==> src/rtl/bltf_pkg.sv <==
// ----------------------------------------------------------------------------
// bltf_pkg
// Types, constants and the gamma lookup shared by the backlight fader blocks.
// ----------------------------------------------------------------------------
package bltf_pkg;

  localparam int LEVEL_COUNT     = 17;
  localparam int MAX_LEVEL       = LEVEL_COUNT - 1;
  localparam int LVL_W           = $clog2(LEVEL_COUNT) + 1;  // signed, one code for off
  localparam int FADE_STEP_LIMIT = 4;
  localparam int DIM_RESET       = 10;
  localparam int TIMEOUT_RESET   = 15;

  localparam int GAMMA_SIZE = 17;
  localparam int GIDX_W     = $clog2(GAMMA_SIZE);
  localparam logic [7:0] GAMMA [GAMMA_SIZE] = '{
    8'd0, 8'd1, 8'd2, 8'd3, 8'd4, 8'd8, 8'd13, 8'd21, 8'd32,
    8'd45, 8'd62, 8'd83, 8'd108, 8'd137, 8'd171, 8'd210, 8'd255
  };

  localparam logic signed [LVL_W-1:0] LVL_OFF = '1;

  // result queue
  localparam int OQ_DEPTH = 4;
  localparam int OQ_PTR_W = $clog2(OQ_DEPTH);
  localparam int OQ_CNT_W = $clog2(OQ_DEPTH + 1);

  // configuration register indexes
  localparam int CFG_IDX_W = 2;
  typedef enum logic [CFG_IDX_W-1:0] {
    CFG_BRIGHT  = 2'd0,
    CFG_DIM     = 2'd1,
    CFG_TIMEOUT = 2'd2
  } cfg_idx_t;

  typedef struct packed {
    logic        mode;
    logic [31:0] time_now;
    logic        relay_on;
  } in_item_t;

  typedef struct packed {
    logic [7:0] intensity;
    logic       light_off;
    logic       fade_pending;
    logic       last;
  } out_item_t;

  typedef struct packed {
    logic [4:0] bright_level;
    logic [4:0] dim_level;
    logic [7:0] timeout_seconds;
  } cfg_t;

  // up to two results produced by one request
  typedef struct packed {
    logic [1:0] cnt;
    out_item_t  r0;
    out_item_t  r1;
  } push_t;

  function automatic logic [7:0] gamma_of(logic signed [LVL_W-1:0] lvl);
    logic [7:0] g;
    if (lvl < 0) begin
      g = 8'd0;
    end else if (lvl >= GAMMA_SIZE) begin
      g = GAMMA[GAMMA_SIZE-1];
    end else begin
      g = GAMMA[GIDX_W'($unsigned(lvl))];
    end
    return g;
  endfunction

endpackage

==> src/rtl/bltf_cfg.sv <==
// ----------------------------------------------------------------------------
// bltf_cfg
// Configuration registers with level saturation and dim-to-bright clamping.
// ----------------------------------------------------------------------------
module bltf_cfg (
  input  logic                          clk,
  input  logic                          rst,
  input  logic                          cfg_we,
  input  logic [bltf_pkg::CFG_IDX_W-1:0] cfg_index,
  input  logic [7:0]                    cfg_data,
  output bltf_pkg::cfg_t                cfg
);

  logic [4:0] wr_lvl;
  logic [4:0] bright_sat;
  logic [4:0] dim_sat;

  assign wr_lvl     = cfg_data[4:0];
  assign bright_sat = (int'(wr_lvl) > bltf_pkg::MAX_LEVEL) ? 5'(bltf_pkg::MAX_LEVEL) : wr_lvl;
  assign dim_sat    = (wr_lvl > cfg.bright_level) ? cfg.bright_level : wr_lvl;

  always_ff @(posedge clk) begin
    if (rst) begin
      cfg.bright_level    <= 5'(bltf_pkg::MAX_LEVEL);
      cfg.dim_level       <= (bltf_pkg::DIM_RESET < bltf_pkg::MAX_LEVEL) ?
                             5'(bltf_pkg::DIM_RESET) : 5'(bltf_pkg::MAX_LEVEL);
      cfg.timeout_seconds <= 8'(bltf_pkg::TIMEOUT_RESET);
    end else if (cfg_we) begin
      case (cfg_index)
        bltf_pkg::CFG_BRIGHT: begin
          cfg.bright_level <= bright_sat;
          // lowering bright pulls dim down with it
          if (cfg.dim_level > bright_sat) begin
            cfg.dim_level <= bright_sat;
          end
        end
        bltf_pkg::CFG_DIM: begin
          cfg.dim_level <= dim_sat;
        end
        bltf_pkg::CFG_TIMEOUT: begin
          cfg.timeout_seconds <= cfg_data;
        end
        default: begin
        end
      endcase
    end
  end

endmodule

==> src/rtl/bltf_step.sv <==
// ----------------------------------------------------------------------------
// bltf_step
// Input register, fader state and the per-request level step logic.
// ----------------------------------------------------------------------------
module bltf_step (
  input  logic               clk,
  input  logic               rst,
  input  logic               in_valid,
  output logic               in_stall,
  input  bltf_pkg::in_item_t in_data,
  input  bltf_pkg::cfg_t     cfg,
  input  logic               room,
  output bltf_pkg::push_t    push
);

  logic                             in_full;
  bltf_pkg::in_item_t               item;
  logic signed [bltf_pkg::LVL_W-1:0] level_now;
  logic [31:0]                      last_time;

  logic                             load;
  logic                             advance;
  logic [31:0]                      elapsed;
  logic signed [bltf_pkg::LVL_W-1:0] bright_s;
  logic signed [bltf_pkg::LVL_W-1:0] dim_s;
  logic signed [bltf_pkg::LVL_W-1:0] target;
  logic signed [bltf_pkg::LVL_W-1:0] level_dn;
  logic signed [bltf_pkg::LVL_W-1:0] level_next;
  logic [7:0]                       g_hi;
  logic [7:0]                       g_lo;
  logic [7:0]                       g_min;
  logic [7:0]                       g_diff;
  logic [7:0]                       g_mid;
  bltf_pkg::out_item_t              fin;

  assign advance  = in_full & room;
  assign in_stall = in_full & ~room;
  assign load     = in_valid & ~in_stall;

  assign bright_s = $signed(bltf_pkg::LVL_W'(cfg.bright_level));
  assign dim_s    = $signed(bltf_pkg::LVL_W'(cfg.dim_level));
  assign elapsed  = item.time_now - last_time;

  always_comb begin
    if (item.mode) begin
      target = bright_s;
    end else if (elapsed >= 32'(cfg.timeout_seconds)) begin
      target = item.relay_on ? dim_s : bltf_pkg::LVL_OFF;
    end else begin
      target = bright_s;
    end
  end

  // midpoint between the two table values around a one-level drop
  assign level_dn = level_now - bltf_pkg::LVL_W'(1);
  assign g_hi     = bltf_pkg::gamma_of(level_now);
  assign g_lo     = bltf_pkg::gamma_of(level_dn);
  assign g_min    = (g_hi >= g_lo) ? g_lo : g_hi;
  assign g_diff   = (g_hi >= g_lo) ? (g_hi - g_lo) : (g_lo - g_hi);
  assign g_mid    = (g_diff >> 1) + g_min;

  always_comb begin
    fin.intensity    = (level_dn < 0) ? 8'd0 : g_lo;
    fin.light_off    = (level_dn < 0);
    fin.fade_pending = (target != level_dn);
    fin.last         = 1'b1;
  end

  always_comb begin
    push       = '0;
    level_next = level_now;
    if (advance) begin
      if (target < level_now) begin
        level_next = level_dn;
        if (level_now > bltf_pkg::FADE_STEP_LIMIT) begin
          push.cnt = 2'd2;
          push.r0  = '{intensity: g_mid, light_off: 1'b0, fade_pending: 1'b1, last: 1'b0};
          push.r1  = fin;
        end else begin
          push.cnt = 2'd1;
          push.r0  = fin;
        end
      end else if (target > level_now) begin
        level_next = target;
        push.cnt   = 2'd1;
        push.r0    = '{intensity: bltf_pkg::gamma_of(target), light_off: 1'b0,
                       fade_pending: 1'b0, last: 1'b1};
      end
    end
  end

  always_ff @(posedge clk) begin
    if (rst) begin
      in_full   <= 1'b0;
      level_now <= bltf_pkg::LVL_W'(bltf_pkg::MAX_LEVEL);
      last_time <= '0;
    end else begin
      in_full <= load | (in_full & ~advance);
      if (advance) begin
        level_now <= level_next;
        if (item.mode) begin
          last_time <= item.time_now;
        end
      end
    end
  end

  always_ff @(posedge clk) begin
    if (load) begin
      item <= in_data;
    end
  end

endmodule

==> src/rtl/bltf_out_fifo.sv <==
// ----------------------------------------------------------------------------
// bltf_out_fifo
// Small result queue: takes up to two results a cycle, hands out one while out_stall is low.
// ----------------------------------------------------------------------------
module bltf_out_fifo (
  input  logic                clk,
  input  logic                rst,
  input  bltf_pkg::push_t     push,
  output logic                room,
  output logic                out_valid,
  input  logic                out_stall,
  output bltf_pkg::out_item_t out_data
);

  bltf_pkg::out_item_t               mem [bltf_pkg::OQ_DEPTH];
  logic [bltf_pkg::OQ_PTR_W-1:0]     head;
  logic [bltf_pkg::OQ_PTR_W-1:0]     tail;
  logic [bltf_pkg::OQ_CNT_W-1:0]     count;
  logic                              pop;
  logic [bltf_pkg::OQ_PTR_W-1:0]     tail_p1;

  assign out_valid = (count != '0);
  assign pop       = out_valid & ~out_stall;
  assign room      = (int'(count) <= bltf_pkg::OQ_DEPTH - 2);
  assign out_data  = mem[head];
  assign tail_p1   = tail + bltf_pkg::OQ_PTR_W'(1);

  always_ff @(posedge clk) begin
    if (rst) begin
      head  <= '0;
      tail  <= '0;
      count <= '0;
    end else begin
      if (pop) begin
        head <= head + bltf_pkg::OQ_PTR_W'(1);
      end
      tail  <= tail + bltf_pkg::OQ_PTR_W'(push.cnt);
      count <= count + bltf_pkg::OQ_CNT_W'(push.cnt) - bltf_pkg::OQ_CNT_W'(pop);
    end
  end

  always_ff @(posedge clk) begin
    if (push.cnt != 2'd0) begin
      mem[tail] <= push.r0;
    end
    if (push.cnt == 2'd2) begin
      mem[tail_p1] <= push.r1;
    end
  end

endmodule

==> src/rtl/backlight_timeout_fader_top.sv <==
// ----------------------------------------------------------------------------
// backlight_timeout_fader_top
// Backlight level fader with inactivity timeout, dimming and gamma output.
// ----------------------------------------------------------------------------
//  channel  | signals                          | moves
//  ---------+----------------------------------+-------------------------------
//  input    | in_valid, in_stall, in_data      | mode, time_now, relay_on
//  output   | out_valid, out_stall, out_data   | intensity, light_off,
//           |                                  | fade_pending, last
//  config   | cfg_we, cfg_index, cfg_data      | bright, dim, timeout regs
//
//  A request is registered on accept and processed once the 4-entry result
//  queue has two free slots; processing writes its results to the queue.
//  Results leave one per cycle while out_stall is low, through the single
//  result port. A new request can be accepted as the held one is processed;
//  one with no result pushes nothing. Synchronous reset; no clearing pass.
//  out_stall backs up the queue, then the input register, then in_stall.
// ----------------------------------------------------------------------------
module backlight_timeout_fader_top (
  input  logic                           clk,
  input  logic                           rst,
  input  logic                           in_valid,
  output logic                           in_stall,
  input  bltf_pkg::in_item_t             in_data,
  output logic                           out_valid,
  input  logic                           out_stall,
  output bltf_pkg::out_item_t            out_data,
  input  logic                           cfg_we,
  input  logic [bltf_pkg::CFG_IDX_W-1:0] cfg_index,
  input  logic [7:0]                     cfg_data
);

  bltf_pkg::cfg_t  cfg;
  bltf_pkg::push_t push;
  logic            room;

  bltf_cfg u_cfg (
    .clk       (clk),
    .rst       (rst),
    .cfg_we    (cfg_we),
    .cfg_index (cfg_index),
    .cfg_data  (cfg_data),
    .cfg       (cfg)
  );

  bltf_step u_step (
    .clk      (clk),
    .rst      (rst),
    .in_valid (in_valid),
    .in_stall (in_stall),
    .in_data  (in_data),
    .cfg      (cfg),
    .room     (room),
    .push     (push)
  );

  bltf_out_fifo u_oq (
    .clk       (clk),
    .rst       (rst),
    .push      (push),
    .room      (room),
    .out_valid (out_valid),
    .out_stall (out_stall),
    .out_data  (out_data)
  );

`ifndef SYNTHESIS
  a_push_needs_room: assert property (@(posedge clk) disable iff (rst)
    (push.cnt != 2'd0) |-> room)
    else $error("results pushed without queue room");

  a_pair_order: assert property (@(posedge clk) disable iff (rst)
    (push.cnt == 2'd2) |-> (!push.r0.last && push.r1.last && push.r0.fade_pending))
    else $error("midpoint/final pair malformed");

  a_single_last: assert property (@(posedge clk) disable iff (rst)
    (push.cnt == 2'd1) |-> push.r0.last)
    else $error("single result not marked last");

  a_dim_le_bright: assert property (@(posedge clk) disable iff (rst)
    cfg.dim_level <= cfg.bright_level)
    else $error("dim level above bright level");
`endif

endmodule
==> config.mk <==
export PLATFORM = sky130hd
export DESIGN_NAME = backlight_timeout_fader_top
export DESIGN_NICKNAME = d
export VERILOG_FILES = /design/src/rtl/bltf_pkg.sv /design/src/rtl/bltf_cfg.sv /design/src/rtl/bltf_step.sv /design/src/rtl/bltf_out_fifo.sv /design/src/rtl/backlight_timeout_fader_top.sv
export SDC_FILE = /design/constraint.sdc
export NUM_CORES = 1
export LEC_CHECK = 0
export ABC_AREA = 1
export BUFFER_PORTS_ARGS = -buffer_cell sky130_fd_sc_hd__buf_2
export CAP_MARGIN = 5
export CORE_ASPECT_RATIO = 0.8
export CORE_MARGIN = 2
export CORE_UTILIZATION = 45
export DETAILED_ROUTE_END_ITERATION = 8
export PLACE_DENSITY_LB_ADDON = 0.08
export SLEW_MARGIN = 40
export SYNTH_ARGS = -nofsm -noshare
export SYNTH_HDL_FRONTEND = slang
export SYNTH_SLANG_ARGS = --single-unit
==> constraint.sdc <==
create_clock -name clk -period 5.65 [get_ports clk]
set_clock_uncertainty 0.05 [all_clocks]
set_input_delay 0.2825 -clock clk [delete_from_list [all_inputs] [get_ports clk]]
set_output_delay 0.2825 -clock clk [all_outputs]
set_load 0.01 [all_outputs]
==> impl_results.md <==
* CTS tree: done
* Crit path launch type: flip-flop
* VDD IR-drop max at between 0.7 and 0.8 mV
* Power Density at about 660 nW/um^2
* Area share of the largest cell type after synthesis at approximately a fifth
* Core area at between 20000 and 25000 um^2
* Number of diodes at 0
* Post-synth EDFFs at between 70 and 80
* Reg2reg end: u_oq.count[2]$_SDFF_PP0_
* Total Nets Final at approximately 1900
* Number of global-route vias before repair at ~9400
* P_leak at between 6 and 7 nW
* RSZ-0062 raised after global routing: true
* Chip height at ~140 um
* Synthesized area at approximately 11000 um^2
* CTS buffer count at 17
* IO Pins at 62
* Top post-synthesis cells by area: edfxtp_1, nand2_1, dfxtp_1
* Crit path buf inv count at 7
* Syn nets at 1761
* DR iter-0 viols at just over 1000
* WHS at around 22 ps
* Seq/Total Area, Yosys at roughly a third
* Cell family with most CP delay: simple AND/OR/NAND/NOR gates
* DP HPWL at between 20000 and 25000 um
* Port Buffer Count at between 60 and 70
* Max Cap Viol at 0
* Worst-path clk slew at ~60 ps
* Setup slack after layout at around 220 ps
* CP dominant cell by count: nor2_1
* Worst Max-Slew Pin Slew at 749.6 ps
* Fraction of registers with async set/reset at 0%
* Top_reg_cell synth: edfxtp_1
* Routability cong. at just under 1
* Final Critical Period at ~5400 ps
* Final slew viol count at 0
* Critical-path maximum fanout at 8
* Initial antenna violation count at 0
* DRC viols at 0
* Worst Hold Path Cells at 1
* Post-synth top cells: nand2_1, inv_1, nor2_1, a21oi_1, o21ai_0
* Reg-to-Reg Start: u_step.item[1]$_DFFE_PP_
* Die footprint at around 26000 um^2
* Initial core utilization at between 40% and 50%
* Die W at about 180 um
* Clk Latency, worst-skew pair at around 440 ps
* Cell with the most instances after synthesis: nand2_1
* Syn avg cell area at between 6 and 7 um^2
* First-pass GRT wire length at 50010 um
* Worst Setup Path Type: reg -> reg
* Layout cell share with drive strength beyond 1 at ~17%
* Vias after detailed routing at around 11000
* Worst relative slew slack at 49.96%
* Min-Delay Path Class: in -> reg
* WL/cell at between 15 and 20 um
* Sink Count at between 100 and 150
* Setup violations, final at 0
* Gr ovfl total at 0
* Area grow syn2layout at 23.42%
* CP max stage delay at about 400 ps
* Cells after Synth at ~1600
* Pre-CTS setup slack at -27.46 ps
* Largest net degree at the start of global routing at between 60 and 70
* Crit path DAT at roughly 5700 ps
* Area leader, netlist: edfxtp_1
* Via density per instance at roughly 5.1
* Achievable Freq at 0.1841 GHz
* Crit path required time at approximately 5900 ps
* Routed Wire Length at 32130 um
* Period utilization at a little over nine tenths
* Worst Hold Path EP: u_step.item[3]$_DFFE_PP_
* CTS root buffer: clkbuf_16
* Rows at just over 50
* Antenna viol nets, final at 0
* Fin. Hold Viols at 0
* Total track usage at 25.08%
* Drt first pass iters at 5
* Worst-case clock buffer depth at 2
* R2R Setup Slk at about 220 ps
* Slowest CP cell: fa_2
* Synth warn at 0
* #FFs+latches synth at about 140
* H-tree levels at 4
* Outcome: completed
* R2R depth at 39
* Hold Path Origin: in_data[3]
* Count of cell types in the netlist at 46
* Type of destination of the critical path: flip-flop
power by group:
| group | internal [mW] | total, mW | switching, mW |
|---|---|---|---|
| Combinational | 2.75 | 6.43 | 3.68 |
| Sequential | 1.32 | 1.41 | 0.0847 |
| Clock | 0.695 | 1.17 | 0.470 |
sequential cells by signal, indices dropped and copies added, names as in the netlist, named ones only:
register          flops
u_oq.mem             44
u_oq.tail             2
u_oq.head             2
u_oq.count            3
u_step.last_time     32
u_cfg.cfg            18
u_step.level_now      6
u_step.item          34
u_step.in_full        1
routing by layer:
| layer | part of all wire (%) | GRT usage [%] | vias to the layer above |
|---|---|---|---|
| li1 | - | - | 5579 |
| met2 | 37 | 31.98 | 344 |
| met1 | 54 | 41.51 | 4898 |
| met3 | 7.9 | 4.942 | 25 |
| met5 | 0 | 0 | - |
| met4 | 1.2 | 5.857 | 0 |
worst reg2reg max path: cells and delay by family, from the launching register on:
kind                     cells  cell delay [ps]
XOR/XNOR                     2              290
adder cells (fa/ha/maj)      7             1800
AO/OA/AOI/OAI                3              450
buffers and inverters        7              490
AND/OR/NAND/NOR             20             1940
flip-flops                   1              340
cell families (layout without fill, tap and decap cells):
kind of cell / count (synthesis) / count (layout) / synth area share, %
multiplexers: 4 / 4 / 0.3616
AO/OA/AOI/OAI: 278 / 278 / 13.79
XOR/XNOR: 25 / 25 / 1.977
flip-flops: 144 / 144 / 33.08
AND/OR/NAND/NOR: 752 / 752 / 28.64
adder cells (fa/ha/maj): 97 / 97 / 11.30
buffers and inverters: 315 / 508 / 10.85
metrics by stage:
| step | std cells | power, mW | setup TNS (ps) | util (%) | cell area [um^2] |
|---|---|---|---|---|---|
| after floorplan | 1615 | 5.339 | 0 | - | 11070 |
| after detailed placement | 2051 | 7.516 | -27.46 | 50.85 | 12330 |
| after global routing | 2126 | 9.802 | -2453 | 56.36 | 13670 |
| after global placement | 2051 | 7.538 | 0 | 50.83 | 12330 |
| final | 2126 | 9.004 | 0 | 56.36 | 13670 |
| after CTS | 2114 | 8.739 | 0 | 54.60 | 13240 |
cell usage in the layout, fill, tap and decap left out, types with 7 or more instances in the layout:
cell / instances
edfxtp_1: 78
nand3_1: 90
a21oi_2: 7
ha_1: 78
a21oi_1: 104
o21ai_0: 99
nor2_1: 136
nand2_2: 20
nor3_1: 8
dfxtp_1: 65
o21ai_1: 7
nor2_2: 17
buf_2: 61
nand3b_1: 8
ha_4: 13
clkbuf_16: 17
dlygate4sd3_1: 30
o21bai_1: 7
nand2_4: 10
o211ai_1: 12
nand4_1: 12
xor2_1: 17
inv_1: 262
o22ai_1: 13
buf_4: 102
nand2_1: 432
inv_2: 15
worst max-delay path by stage:
stage                                         from                       end  slack (ps)  cells past startpoint
after floorplan           u_step.item[1]$_DFFE_PP_  u_oq.mem[2][0]$_DFFE_PP_         120                     37
after global placement    u_step.item[1]$_DFFE_PP_  u_oq.count[2]$_SDFF_PP0_          70                     37
after detailed placement  u_step.item[6]$_DFFE_PP_  u_oq.count[2]$_SDFF_PP0_         -30                     36
after CTS                 u_step.item[6]$_DFFE_PP_  u_oq.count[2]$_SDFF_PP0_         0.5                     38
after global routing      u_step.item[1]$_DFFE_PP_  u_oq.count[2]$_SDFF_PP0_        -130                     39
final                     u_step.item[1]$_DFFE_PP_  u_oq.count[2]$_SDFF_PP0_         220                     39
repair_timing:
item	CTS	global route
setup buffers	1	12
gates resized for setup	2	75
hold buffers	30	0
setup endpoints to repair	1	85
pin swaps	1	39
endpoints found under the hold margin	30	0
final cells by class:
type | instances | area (um^2)
Fill cell | 2388 | 10580
Multi-Input combinational cell | 1156 | 6550
Sequential cell | 144 | 3665
Timing Repair Buffer | 195 | 1403
Inverter | 281 | 1060
Clock buffer | 19 | 432.9
Tap cell | 318 | 397.9
Clock inverter | 13 | 158.9
Note: power is estimated with default switching activity, not from simulation.
